===== src/rtl/lrupc_pkg.sv =====
// shared constants, types and codes for the lru page cache lookup block
// no dependencies; imported by the top level
package lrupc_pkg;

	localparam int MAX_PAGES  = 8;
	localparam int SLOT_W     = (MAX_PAGES > 1) ? $clog2(MAX_PAGES) : 1;
	localparam int USED_W     = $clog2(MAX_PAGES + 1);
	localparam int PAGE_W     = 24;
	localparam int ROW_W      = 24;
	localparam int PSIZE_W    = 16;
	localparam int PROD_W     = ROW_W + PSIZE_W;
	localparam int CNT_W      = $clog2(ROW_W + 1);
	localparam int CFG_IDX_W  = 1;
	localparam int CFG_DATA_W = 24;

	localparam logic [PSIZE_W-1:0] DEFAULT_PAGE_SIZE = PSIZE_W'(60);

	typedef enum logic [CFG_IDX_W-1:0] {
		REG_PAGE_SIZE = 1'b0,
		REG_ROW_COUNT = 1'b1
	} cfg_reg_t;

	typedef enum logic {
		CMD_LOOKUP = 1'b0,
		CMD_CLEAR  = 1'b1
	} cmd_t;

	typedef struct packed {
		logic               in_range;
		logic               hit;
		logic [PAGE_W-1:0]  page_number;
		logic [PSIZE_W-1:0] offset_in_page;
		logic               fetch_needed;
		logic [ROW_W-1:0]   fetch_offset;
		logic               evicted_valid;
		logic [PAGE_W-1:0]  evicted_page;
	} result_t;

endpackage


===== src/rtl/lru_page_cache_lookup.sv =====
// top level of the lru page cache lookup block: sequencer, divider, tag scan
// depends on lrupc_pkg and lrupc_ram
//
// Page lookup cache with least-recently-used replacement. Each request
// transaction carries a command and a row index. A lookup splits the row
// into page (row / page_size) and offset (row % page_size); a page size
// register of zero acts as 60. A row at or beyond row_count is rejected
// with all response fields zero and no change to the cache. A hit makes
// the page most recent; a miss asks for a fetch at page * page_size and
// inserts the page, evicting and reporting the least recently used page
// when all eight entries are in use. A clear empties the cache and, when
// row_count is nonzero, primes page 0 with a fetch. Every request gives
// exactly one response transaction. A rejected lookup or a clear goes
// straight to the output step; an accepted lookup runs the restoring
// divider (one quotient bit per cycle), a multiply step and a scan of
// the tag ram (one entry per cycle, through its registered read port),
// followed by an update step. One request is worked on at a time; the
// next one is accepted as soon as the previous response sits in the
// output register, even if the consumer has not yet taken it.
// Configuration writes are always accepted and must only be issued while
// the block is idle.
module lru_page_cache_lookup (
	input  logic                              clk,
	input  logic                              arst_n,
	// configuration write channel
	input  logic                              cfg_valid,
	output logic                              cfg_ready,
	input  logic [lrupc_pkg::CFG_IDX_W-1:0]   cfg_index,
	input  logic [lrupc_pkg::CFG_DATA_W-1:0]  cfg_data,
	// request channel
	input  logic                              req_valid,
	output logic                              req_ready,
	input  logic                              command,
	input  logic [lrupc_pkg::ROW_W-1:0]       row_index,
	// response channel
	output logic                              rsp_valid,
	input  logic                              rsp_ready,
	output logic                              in_range,
	output logic                              hit,
	output logic [lrupc_pkg::PAGE_W-1:0]      page_number,
	output logic [lrupc_pkg::PSIZE_W-1:0]     offset_in_page,
	output logic                              fetch_needed,
	output logic [lrupc_pkg::ROW_W-1:0]       fetch_offset,
	output logic                              evicted_valid,
	output logic [lrupc_pkg::PAGE_W-1:0]      evicted_page
);

	import lrupc_pkg::*;

	// one-hot sequencer states
	typedef enum logic [5:0] {
		S_IDLE = 6'b000001,
		S_DIV  = 6'b000010,
		S_MUL  = 6'b000100,
		S_SCAN = 6'b001000,
		S_UPD  = 6'b010000,
		S_OUT  = 6'b100000
	} state_t;

	state_t state_q;

	// configuration registers
	logic [PSIZE_W-1:0] page_size_q;
	logic [ROW_W-1:0]   row_count_q;

	// per-entry control state kept in flops (tags live in the ram)
	logic [MAX_PAGES-1:0] valid_q;
	logic [SLOT_W-1:0]    rank_q [MAX_PAGES];
	logic [USED_W-1:0]    used_q;

	// divider: div_q starts as the row and ends as the page number
	logic [ROW_W-1:0]   row_q;
	logic [ROW_W-1:0]   div_q;
	logic [PSIZE_W-1:0] rem_q;
	logic [PSIZE_W-1:0] ps_q;
	logic [CNT_W-1:0]   cnt_q;
	logic [PSIZE_W:0]   rem_shift;
	logic               rem_ge;

	// product of page and page size, kept to 24 bits
	logic [PROD_W-1:0]  prod;
	logic [ROW_W-1:0]   fetch_off_q;

	// tag scan: issue counter, compare stage, hit and victim capture
	logic [USED_W-1:0]  iss_q;
	logic               cmp_vld_s1;
	logic [SLOT_W-1:0]  cmp_idx_s1;
	logic               hit_q;
	logic [SLOT_W-1:0]  hit_slot_q;
	logic [SLOT_W-1:0]  hit_rank_q;
	logic [PAGE_W-1:0]  victim_tag_q;

	// tag ram ports
	logic               ram_we;
	logic [SLOT_W-1:0]  ram_waddr;
	logic [PAGE_W-1:0]  ram_wdata;
	logic               ram_re;
	logic [PAGE_W-1:0]  ram_rdata;

	// result staging and output register
	result_t            res_q;
	result_t            rsp_q;
	logic               rsp_valid_q;

	// replacement choice
	logic [SLOT_W-1:0]  victim_slot;
	logic [SLOT_W-1:0]  best_rank;
	logic [SLOT_W-1:0]  free_slot;
	logic [SLOT_W-1:0]  ins_slot;
	logic               full;

	logic               req_fire;
	logic               is_clear;
	logic               scan_last;
	logic               out_free;

	assign cfg_ready = 1'b1;
	assign req_ready = (state_q == S_IDLE);
	assign req_fire  = req_valid && req_ready;
	assign is_clear  = (cmd_t'(command) == CMD_CLEAR);
	assign full      = (used_q == USED_W'(MAX_PAGES));
	assign out_free  = !rsp_valid_q || rsp_ready;
	assign scan_last = cmp_vld_s1 && (cmp_idx_s1 == SLOT_W'(MAX_PAGES - 1));

	// one restoring division step
	assign rem_shift = {rem_q, div_q[ROW_W-1]};
	assign rem_ge    = (rem_shift >= {1'b0, ps_q});

	assign prod = PROD_W'(div_q) * PROD_W'(ps_q);

	// least recently used: last valid entry holding the largest rank
	always_comb begin
		victim_slot = '0;
		best_rank   = rank_q[0];
		for (int i = 0; i < MAX_PAGES; i++) begin
			if (valid_q[i] && (rank_q[i] >= best_rank)) begin
				victim_slot = SLOT_W'(i);
				best_rank   = rank_q[i];
			end
		end
	end

	// lowest free entry
	always_comb begin
		free_slot = '0;
		for (int i = MAX_PAGES - 1; i >= 0; i--) begin
			if (!valid_q[i]) begin
				free_slot = SLOT_W'(i);
			end
		end
	end

	assign ins_slot = full ? victim_slot : free_slot;

	// tag ram access: writes only on clear-prime and on miss insert
	always_comb begin
		ram_we    = 1'b0;
		ram_waddr = ins_slot;
		ram_wdata = div_q;
		if (req_fire && is_clear && (row_count_q != '0)) begin
			ram_we    = 1'b1;
			ram_waddr = '0;
			ram_wdata = '0;
		end else if ((state_q == S_UPD) && !hit_q) begin
			ram_we = 1'b1;
		end
	end

	assign ram_re = (state_q == S_SCAN) && (iss_q < USED_W'(MAX_PAGES));

	lrupc_ram #(
		.WIDTH (PAGE_W),
		.DEPTH (MAX_PAGES)
	) u_tag_ram (
		.clk   (clk),
		.we    (ram_we),
		.waddr (ram_waddr),
		.wdata (ram_wdata),
		.re    (ram_re),
		.raddr (iss_q[SLOT_W-1:0]),
		.rdata (ram_rdata)
	);

	// control state
	always_ff @(posedge clk or negedge arst_n) begin
		if (!arst_n) begin
			state_q     <= S_IDLE;
			page_size_q <= DEFAULT_PAGE_SIZE;
			row_count_q <= '0;
			valid_q     <= '0;
			used_q      <= '0;
			cnt_q       <= '0;
			iss_q       <= '0;
			cmp_vld_s1  <= 1'b0;
			hit_q       <= 1'b0;
			rsp_valid_q <= 1'b0;
			for (int i = 0; i < MAX_PAGES; i++) begin
				rank_q[i] <= '0;
			end
		end else begin
			if (cfg_valid && cfg_ready) begin
				unique case (cfg_reg_t'(cfg_index))
					REG_PAGE_SIZE: page_size_q <= cfg_data[PSIZE_W-1:0];
					REG_ROW_COUNT: row_count_q <= cfg_data[ROW_W-1:0];
					default: ;
				endcase
			end

			// in S_OUT the waiting result takes over the register instead
			if (rsp_valid_q && rsp_ready && (state_q != S_OUT)) begin
				rsp_valid_q <= 1'b0;
			end

			unique case (state_q)
				S_IDLE: begin
					if (req_fire) begin
						hit_q <= 1'b0;
						if (is_clear) begin
							// empty the cache, prime page 0 when rows exist
							for (int i = 0; i < MAX_PAGES; i++) begin
								rank_q[i] <= '0;
							end
							if (row_count_q != '0) begin
								valid_q    <= MAX_PAGES'(1);
								used_q     <= USED_W'(1);
							end else begin
								valid_q    <= '0;
								used_q     <= '0;
							end
							state_q <= S_OUT;
						end else if (row_index >= row_count_q) begin
							state_q <= S_OUT;
						end else begin
							cnt_q   <= '0;
							state_q <= S_DIV;
						end
					end
				end
				S_DIV: begin
					cnt_q <= cnt_q + 1'b1;
					if (cnt_q == CNT_W'(ROW_W - 1)) begin
						state_q <= S_MUL;
					end
				end
				S_MUL: begin
					iss_q      <= '0;
					cmp_vld_s1 <= 1'b0;
					state_q    <= S_SCAN;
				end
				S_SCAN: begin
					if (ram_re) begin
						iss_q      <= iss_q + 1'b1;
						cmp_vld_s1 <= 1'b1;
					end else begin
						cmp_vld_s1 <= 1'b0;
					end
					if (cmp_vld_s1 && !hit_q && valid_q[cmp_idx_s1]
							&& (ram_rdata == div_q)) begin
						hit_q <= 1'b1;
					end
					if (scan_last) begin
						state_q <= S_UPD;
					end
				end
				S_UPD: begin
					if (hit_q) begin
						// entries more recent than the hit age by one
						for (int i = 0; i < MAX_PAGES; i++) begin
							if (valid_q[i] && (rank_q[i] < hit_rank_q)) begin
								rank_q[i] <= rank_q[i] + 1'b1;
							end
						end
						rank_q[hit_slot_q] <= '0;
					end else begin
						// all other entries age; new page is most recent
						for (int i = 0; i < MAX_PAGES; i++) begin
							if (valid_q[i] && (SLOT_W'(i) != ins_slot)) begin
								rank_q[i] <= rank_q[i] + 1'b1;
							end
						end
						rank_q[ins_slot]  <= '0;
						valid_q[ins_slot] <= 1'b1;
						if (!full) begin
							used_q <= used_q + 1'b1;
						end
					end
					state_q <= S_OUT;
				end
				S_OUT: begin
					if (out_free) begin
						rsp_valid_q <= 1'b1;
						state_q     <= S_IDLE;
					end
				end
				default: state_q <= S_IDLE;
			endcase
		end
	end

	// datapath registers
	always_ff @(posedge clk) begin
		unique case (state_q)
			S_IDLE: begin
				if (req_fire) begin
					row_q <= row_index;
					div_q <= row_index;
					rem_q <= '0;
					ps_q  <= (page_size_q == '0) ? DEFAULT_PAGE_SIZE : page_size_q;
					if (is_clear) begin
						res_q <= '{in_range: 1'b1, fetch_needed: (row_count_q != '0),
							default: '0};
					end else begin
						res_q <= '0;
					end
				end
			end
			S_DIV: begin
				if (rem_ge) begin
					rem_q <= PSIZE_W'(rem_shift - {1'b0, ps_q});
					div_q <= {div_q[ROW_W-2:0], 1'b1};
				end else begin
					rem_q <= rem_shift[PSIZE_W-1:0];
					div_q <= {div_q[ROW_W-2:0], 1'b0};
				end
			end
			S_MUL: begin
				fetch_off_q <= prod[ROW_W-1:0];
			end
			S_SCAN: begin
				if (ram_re) begin
					cmp_idx_s1 <= iss_q[SLOT_W-1:0];
				end
				if (cmp_vld_s1) begin
					if (!hit_q && valid_q[cmp_idx_s1] && (ram_rdata == div_q)) begin
						hit_slot_q <= cmp_idx_s1;
						hit_rank_q <= rank_q[cmp_idx_s1];
					end
					if (cmp_idx_s1 == victim_slot) begin
						victim_tag_q <= ram_rdata;
					end
				end
			end
			S_UPD: begin
				res_q.in_range       <= 1'b1;
				res_q.hit            <= hit_q;
				res_q.page_number    <= div_q;
				res_q.offset_in_page <= rem_q;
				res_q.fetch_needed   <= !hit_q;
				res_q.fetch_offset   <= hit_q ? '0 : fetch_off_q;
				res_q.evicted_valid  <= !hit_q && full;
				res_q.evicted_page   <= (!hit_q && full) ? victim_tag_q : '0;
			end
			S_OUT: begin
				if (out_free) begin
					rsp_q <= res_q;
				end
			end
			default: ;
		endcase
	end

	assign rsp_valid      = rsp_valid_q;
	assign in_range       = rsp_q.in_range;
	assign hit            = rsp_q.hit;
	assign page_number    = rsp_q.page_number;
	assign offset_in_page = rsp_q.offset_in_page;
	assign fetch_needed   = rsp_q.fetch_needed;
	assign fetch_offset   = rsp_q.fetch_offset;
	assign evicted_valid  = rsp_q.evicted_valid;
	assign evicted_page   = rsp_q.evicted_page;

	// fill count tracks the valid bits
	a_used_matches_valid: assert property (@(posedge clk) disable iff (!arst_n)
		used_q == USED_W'($countones(valid_q)))
		else $error("entry count disagrees with valid bits");

	// tag ram is written only on clear or in the update step
	a_ram_write_phase: assert property (@(posedge clk) disable iff (!arst_n)
		ram_we |-> (state_q == S_IDLE || state_q == S_UPD))
		else $error("tag ram written outside clear or update");

	// divider leaves quotient and remainder consistent with the row
	a_div_exact: assert property (@(posedge clk) disable iff (!arst_n)
		(state_q == S_MUL) |->
		((PROD_W'(div_q) * PROD_W'(ps_q) + PROD_W'(rem_q)) == PROD_W'(row_q)
		&& (rem_q < ps_q)))
		else $error("division result inconsistent");

	// a recorded hit always points at a valid entry
	a_hit_valid: assert property (@(posedge clk) disable iff (!arst_n)
		(state_q == S_UPD && hit_q) |-> valid_q[hit_slot_q])
		else $error("hit recorded on an invalid entry");

	// a pending result waits while the output register is still occupied
	a_out_wait: assert property (@(posedge clk) disable iff (!arst_n)
		(state_q == S_OUT && rsp_valid_q && !rsp_ready) |=> (state_q == S_OUT))
		else $error("result overwrote an untaken transaction");

endmodule


===== src/rtl/lrupc_ram.sv =====
// generic single-write, single-read synchronous ram with registered read data
// no dependencies
module lrupc_ram #(
	parameter int WIDTH = 24,
	parameter int DEPTH = 8
) (
	input  logic                                       clk,
	input  logic                                       we,
	input  logic [((DEPTH > 1) ? $clog2(DEPTH) : 1)-1:0] waddr,
	input  logic [WIDTH-1:0]                           wdata,
	input  logic                                       re,
	input  logic [((DEPTH > 1) ? $clog2(DEPTH) : 1)-1:0] raddr,
	output logic [WIDTH-1:0]                           rdata
);

	logic [WIDTH-1:0] mem [DEPTH];

	always_ff @(posedge clk) begin
		if (we) begin
			mem[waddr] <= wdata;
		end
		if (re) begin
			rdata <= mem[raddr];
		end
	end

endmodule

===== config.mk =====
export PLATFORM = sky130hd
export DESIGN_NAME = lru_page_cache_lookup
export DESIGN_NICKNAME = d
export VERILOG_FILES = /design/src/rtl/lrupc_pkg.sv /design/src/rtl/lru_page_cache_lookup.sv /design/src/rtl/lrupc_ram.sv
export SDC_FILE = /design/constraint.sdc
export NUM_CORES = 1
export LEC_CHECK = 0
export BUFFER_PORTS_ARGS = -buffer_cell sky130_fd_sc_hd__clkbuf_2
export CAP_MARGIN = 20
export CORE_ASPECT_RATIO = 0.7
export CORE_MARGIN = 2
export CORE_UTILIZATION = 49
export CTS_BUF_LIST = sky130_fd_sc_hd__clkbuf_16
export DETAILED_ROUTE_END_ITERATION = 7
export GPL_TIMING_DRIVEN = 0
export HOLD_SLACK_MARGIN = 0.1
export PLACE_DENSITY = 0.66
export SLEW_MARGIN = 20
export SYNTH_ARGS = -nofsm -noshare
export SYNTH_HDL_FRONTEND = slang
export SYNTH_SLANG_ARGS = --single-unit

===== constraint.sdc =====
create_clock -name clk -period 30.1 [get_ports clk]
set_input_delay 7.525 -clock clk [delete_from_list [all_inputs] [get_ports clk]]
set_output_delay 7.525 -clock clk [all_outputs]
set_load 0.03 [all_outputs]

==> impl.org <==
** Outcome
- The run finished with clean final reports.

** Yosys
- Count of flip-flops with a built-in enable after synthesis :: 513
- Of the post-synthesis cell area, the dominant cell type holds 0.455.
- In this run, synthesis produced a sequential element count of around 610.
- Syn Std Cell Area :: 33,800 um^2
- A synthesized cell averages between 10 and 15 um^2.
- By instance count, the leading cell after synthesis is edfxtp_1.
- Share of synthesized registers carrying an async set or reset :: 0.155
- Yosys cell types :: 81
- edfxtp_1 takes more of the synthesized area than any other cell.
- Number of warnings reported in the yosys synthesis log :: 0
- The most used flip-flop cell after synthesis is edfxtp_1.
- Synthesized net count :: 3,056
- Leading post-synthesis cells by instance count :: 513 x edfxtp_1, 325 x nand2_1, 280 x inv_1
- Ranking of synthesized cells by area :: edfxtp_1 46%, fa_1 11%, dfrtp_1 6.6%
- Synthesized instance count :: 2,665
- Fraction of the yosys area taken by sequential cells :: 0.525

** Floorplan
- DIE HEIGHT :: about 220 um
- Standard cell core area :: 68,300 um^2
- After floorplanning, the core was divided into 80 placement rows.
- 150 I/O pins were placed.
- For this configuration, the core starts out at a cell density of 0.496.
- In this run the horizontal extent of the chip is about 320 um.
- Total die area :: just over 70,000 um^2

** Cells and area
- The area growth from synthesis to layout is 12.9%.
- The finished cells cover 38,200 um^2.
- The finished layout holds approximately 3,800 standard cells, fillers aside.
- Of the cells placed in the final design, the portion with a size suffix greater than 1 is 0.146.
- At the end of the flow, the number of nets in the layout was 3,283.

** Worst setup path
- For the worst setup path, the data required time is 30.48 ns.
- STA classifies the critical path startpoint as a flip-flop.
- Critical path fanouts, max :: 14
- Count of buffer and inverter cells on the critical path :: 2
- Data on the critical path arrives at its endpoint at between 10 and 15 ns.
- The critical path crosses 47 cells after its start point.
- The critical path is of the reg -> reg type.
- For this run, the slowest stage of the critical path takes 0.71 ns.
- Among all stages on the critical path, the largest delay is contributed by o21ai_4.
- Broken down by cell family, the worst path's largest delay share belongs to compound AO/OA/AOI/OAI gates.
- Depth of the worst register-to-register path :: 47
- The worst setup path is captured at a flip-flop.

** GRT
- The first global-routing pass estimated 135,000 um of wire.
- The via count of the first global-routing pass is 22,100.
- Total global-route track usage :: 0.253
- Entering global routing, the biggest net connects 71 pins.
- Antenna violations before repair :: 2
- The total overflow left after global routing is 0.

** Timing
- Setup repair after global routing left no endpoint under its margin.
- In the finished design, the share of the clock period the worst path needs comes to 0.416.
- Worst slew pin tran :: 1.06 ns
- Between clock sinks in the finished design, the worst skew comes to 0.0575 ns.
- Maximum clock frequency :: ~80 MHz
- The number of max-slew violations in the final report came to 0.
- Crit path time final :: 12.51 ns
- The hold violation count in the final report is 0.
- Summed negative setup slack over all endpoints :: 0 ns
- Relative slew slack :: 0.296
- Final setup violation count :: 0

** Hold path
- Along the worst hold path, the cell count comes to 0.
- Type of the most critical hold path :: reg -> reg

** CTS
- Post-CTS Repair Setup Buffers :: 0
- H-Tree Depth :: 2
- Number of buffers inserted by hold repair at cts :: 0
- Clock latency on the worst-skew pair :: just under 0.7 ns
- CTS tree :: built
- Clock transition at the registers of the reported paths :: approximately 0.060 ns
- The root buffer cell chosen for the clock tree is clkbuf_16.
- Number of sinks driven by the clock tree :: between 600 and 700
- In this run, post-CTS repair resized a total of 0 instances.
- Clock buffers created by TritonCTS :: 58
- The clock passes through at most 3 buffers.

** Placed design
- After detailed placement, the total cell area comes to 36,200 um^2.
- After legalization and detailed placement, the total HPWL measured 67,200 um.
- # port buffers :: 148
- The congestion estimate from routability-driven global placement came to 0.939.
- Number of cells after detailed placement :: 3,734

** Drt
- For this block, the via count after detailed routing is about 22,000.
- After detailed routing, the total wire length is 88,600 um.
- Drt first pass iters :: 5
- Iteration-0 DRC count of the detailed router :: roughly 2,400
- After detailed routing, the average wire length per cell comes to 23.1 um.
- In the routed design, unresolved DRC markers number 0.
- Antenna-violating nets left :: 0
- After detailed routing, the number of vias per cell comes to 5.71.

** Flow run
- Number of maximum-capacitance constraint violations :: 0
## layout by cell type, fill, tap and decap left out, drive strengths merged, types with 33 or more instances in the layout
cell type / netlist / layout
xnor2: 59 / 59
mux2: 74 / 74
and3: 60 / 60
o21ai: 79 / 79
dfrtp: 89 / 89
fa: 193 / 193
nor2: 92 / 92
mux4: 56 / 56
clkbuf: 123 / 330
a21oi: 59 / 59
and2: 148 / 148
inv: 281 / 290
edfxtp: 513 / 513
nand2: 326 / 326
xor2: 33 / 33
ha: 143 / 143
## worst paths after layout
check,startpoint,end,slack (ns)
setup reg to reg,rank_q[23]$_DFFE_PN0P_,u_tag_ram.mem[0][14]$_DFFE_PP_,17.59
hold / removal,res_q[20]$_SDFFCE_PN0P_,evicted_page[20]$_DFFE_PP_,0.41
hold reg to reg,res_q[20]$_SDFFCE_PN0P_,evicted_page[20]$_DFFE_PP_,0.41
max in group asynchronous,arst_n,page_size_q[2]$_DFFE_PN1P_,22.64
min in group asynchronous,arst_n,used_q[1]$_DFFE_PN0P_,6.76
setup / recovery,rank_q[23]$_DFFE_PN0P_,u_tag_ram.mem[0][14]$_DFFE_PP_,17.59
## per-stage QoR
step           hold WS, ns   util  setup WS, ns
2_1_floorplan        0.400      -         17.82
3_3_place_gp         0.401  0.523         15.15
3_5_place_dp         0.405  0.531         17.81
4_1_cts              0.408  0.560         17.78
5_1_grt              0.414  0.560         16.89
6_report             0.408  0.560         17.59
## cell families (layout without fill, tap and decap cells)
| logic type | count (synthesis) | count (layout) | share of synthesized area |
|---|---|---|---|
| XOR/XNOR | 92 | 92 | 0.0238 |
| multiplexers | 162 | 162 | 0.0718 |
| AO/OA/AOI/OAI | 269 | 269 | 0.0519 |
| flip-flops | 607 | 607 | 0.525 |
| other | 1 | 2 | 0.000111 |
| buffers and inverters | 418 | 693 | 0.0465 |
| AND/OR/NAND/NOR | 780 | 780 | 0.114 |
| adder cells (fa/ha/maj) | 336 | 336 | 0.167 |
## state kept, by name (all words and copies together) (netlist names), 5 cells and up
signal	count
res_q	92
rank_q	24
fetch_offset	24
u_tag_ram.rdata	24
ps_q	16
div_q	24
row_count_q	24
fetch_off_q	24
u_tag_ram.mem	192
valid_q	8
evicted_page	24
cnt_q	5
state_q	6
offset_in_page	16
rem_q	16
victim_tag_q	24
page_number	24
page_size_q	16
## per-layer routing
metal | share of wire | up-vias | global-route usage
met5 | 0 | - | 0
met4 | 0.022 | 0 | 0.0676
met3 | 0.10 | 103 | 0.0587
met2 | 0.41 | 1060 | 0.355
met1 | 0.46 | 11100 | 0.395
li1 | - | 9695 | -
## cell type report
| class | count | area [um^2] |
|---|---|---|
| Timing Repair Buffer | 167 | 1180 |
| Clock inverter | 50 | 518 |
| Multi-Input combinational cell | 1640 | 14600 |
| Buffer | 137 | 523 |
| Tap cell | 902 | 1130 |
| Fill cell | 5628 | 30000 |
| Antenna cell | 1 | 2.50 |
| Sequential cell | 607 | 17800 |
| Inverter | 281 | 1050 |
| Clock buffer | 58 | 1450 |
Power is left out: the tool's default activity adds up to more than one toggle a clock period on the data nets, which glitch-free logic cannot reach.
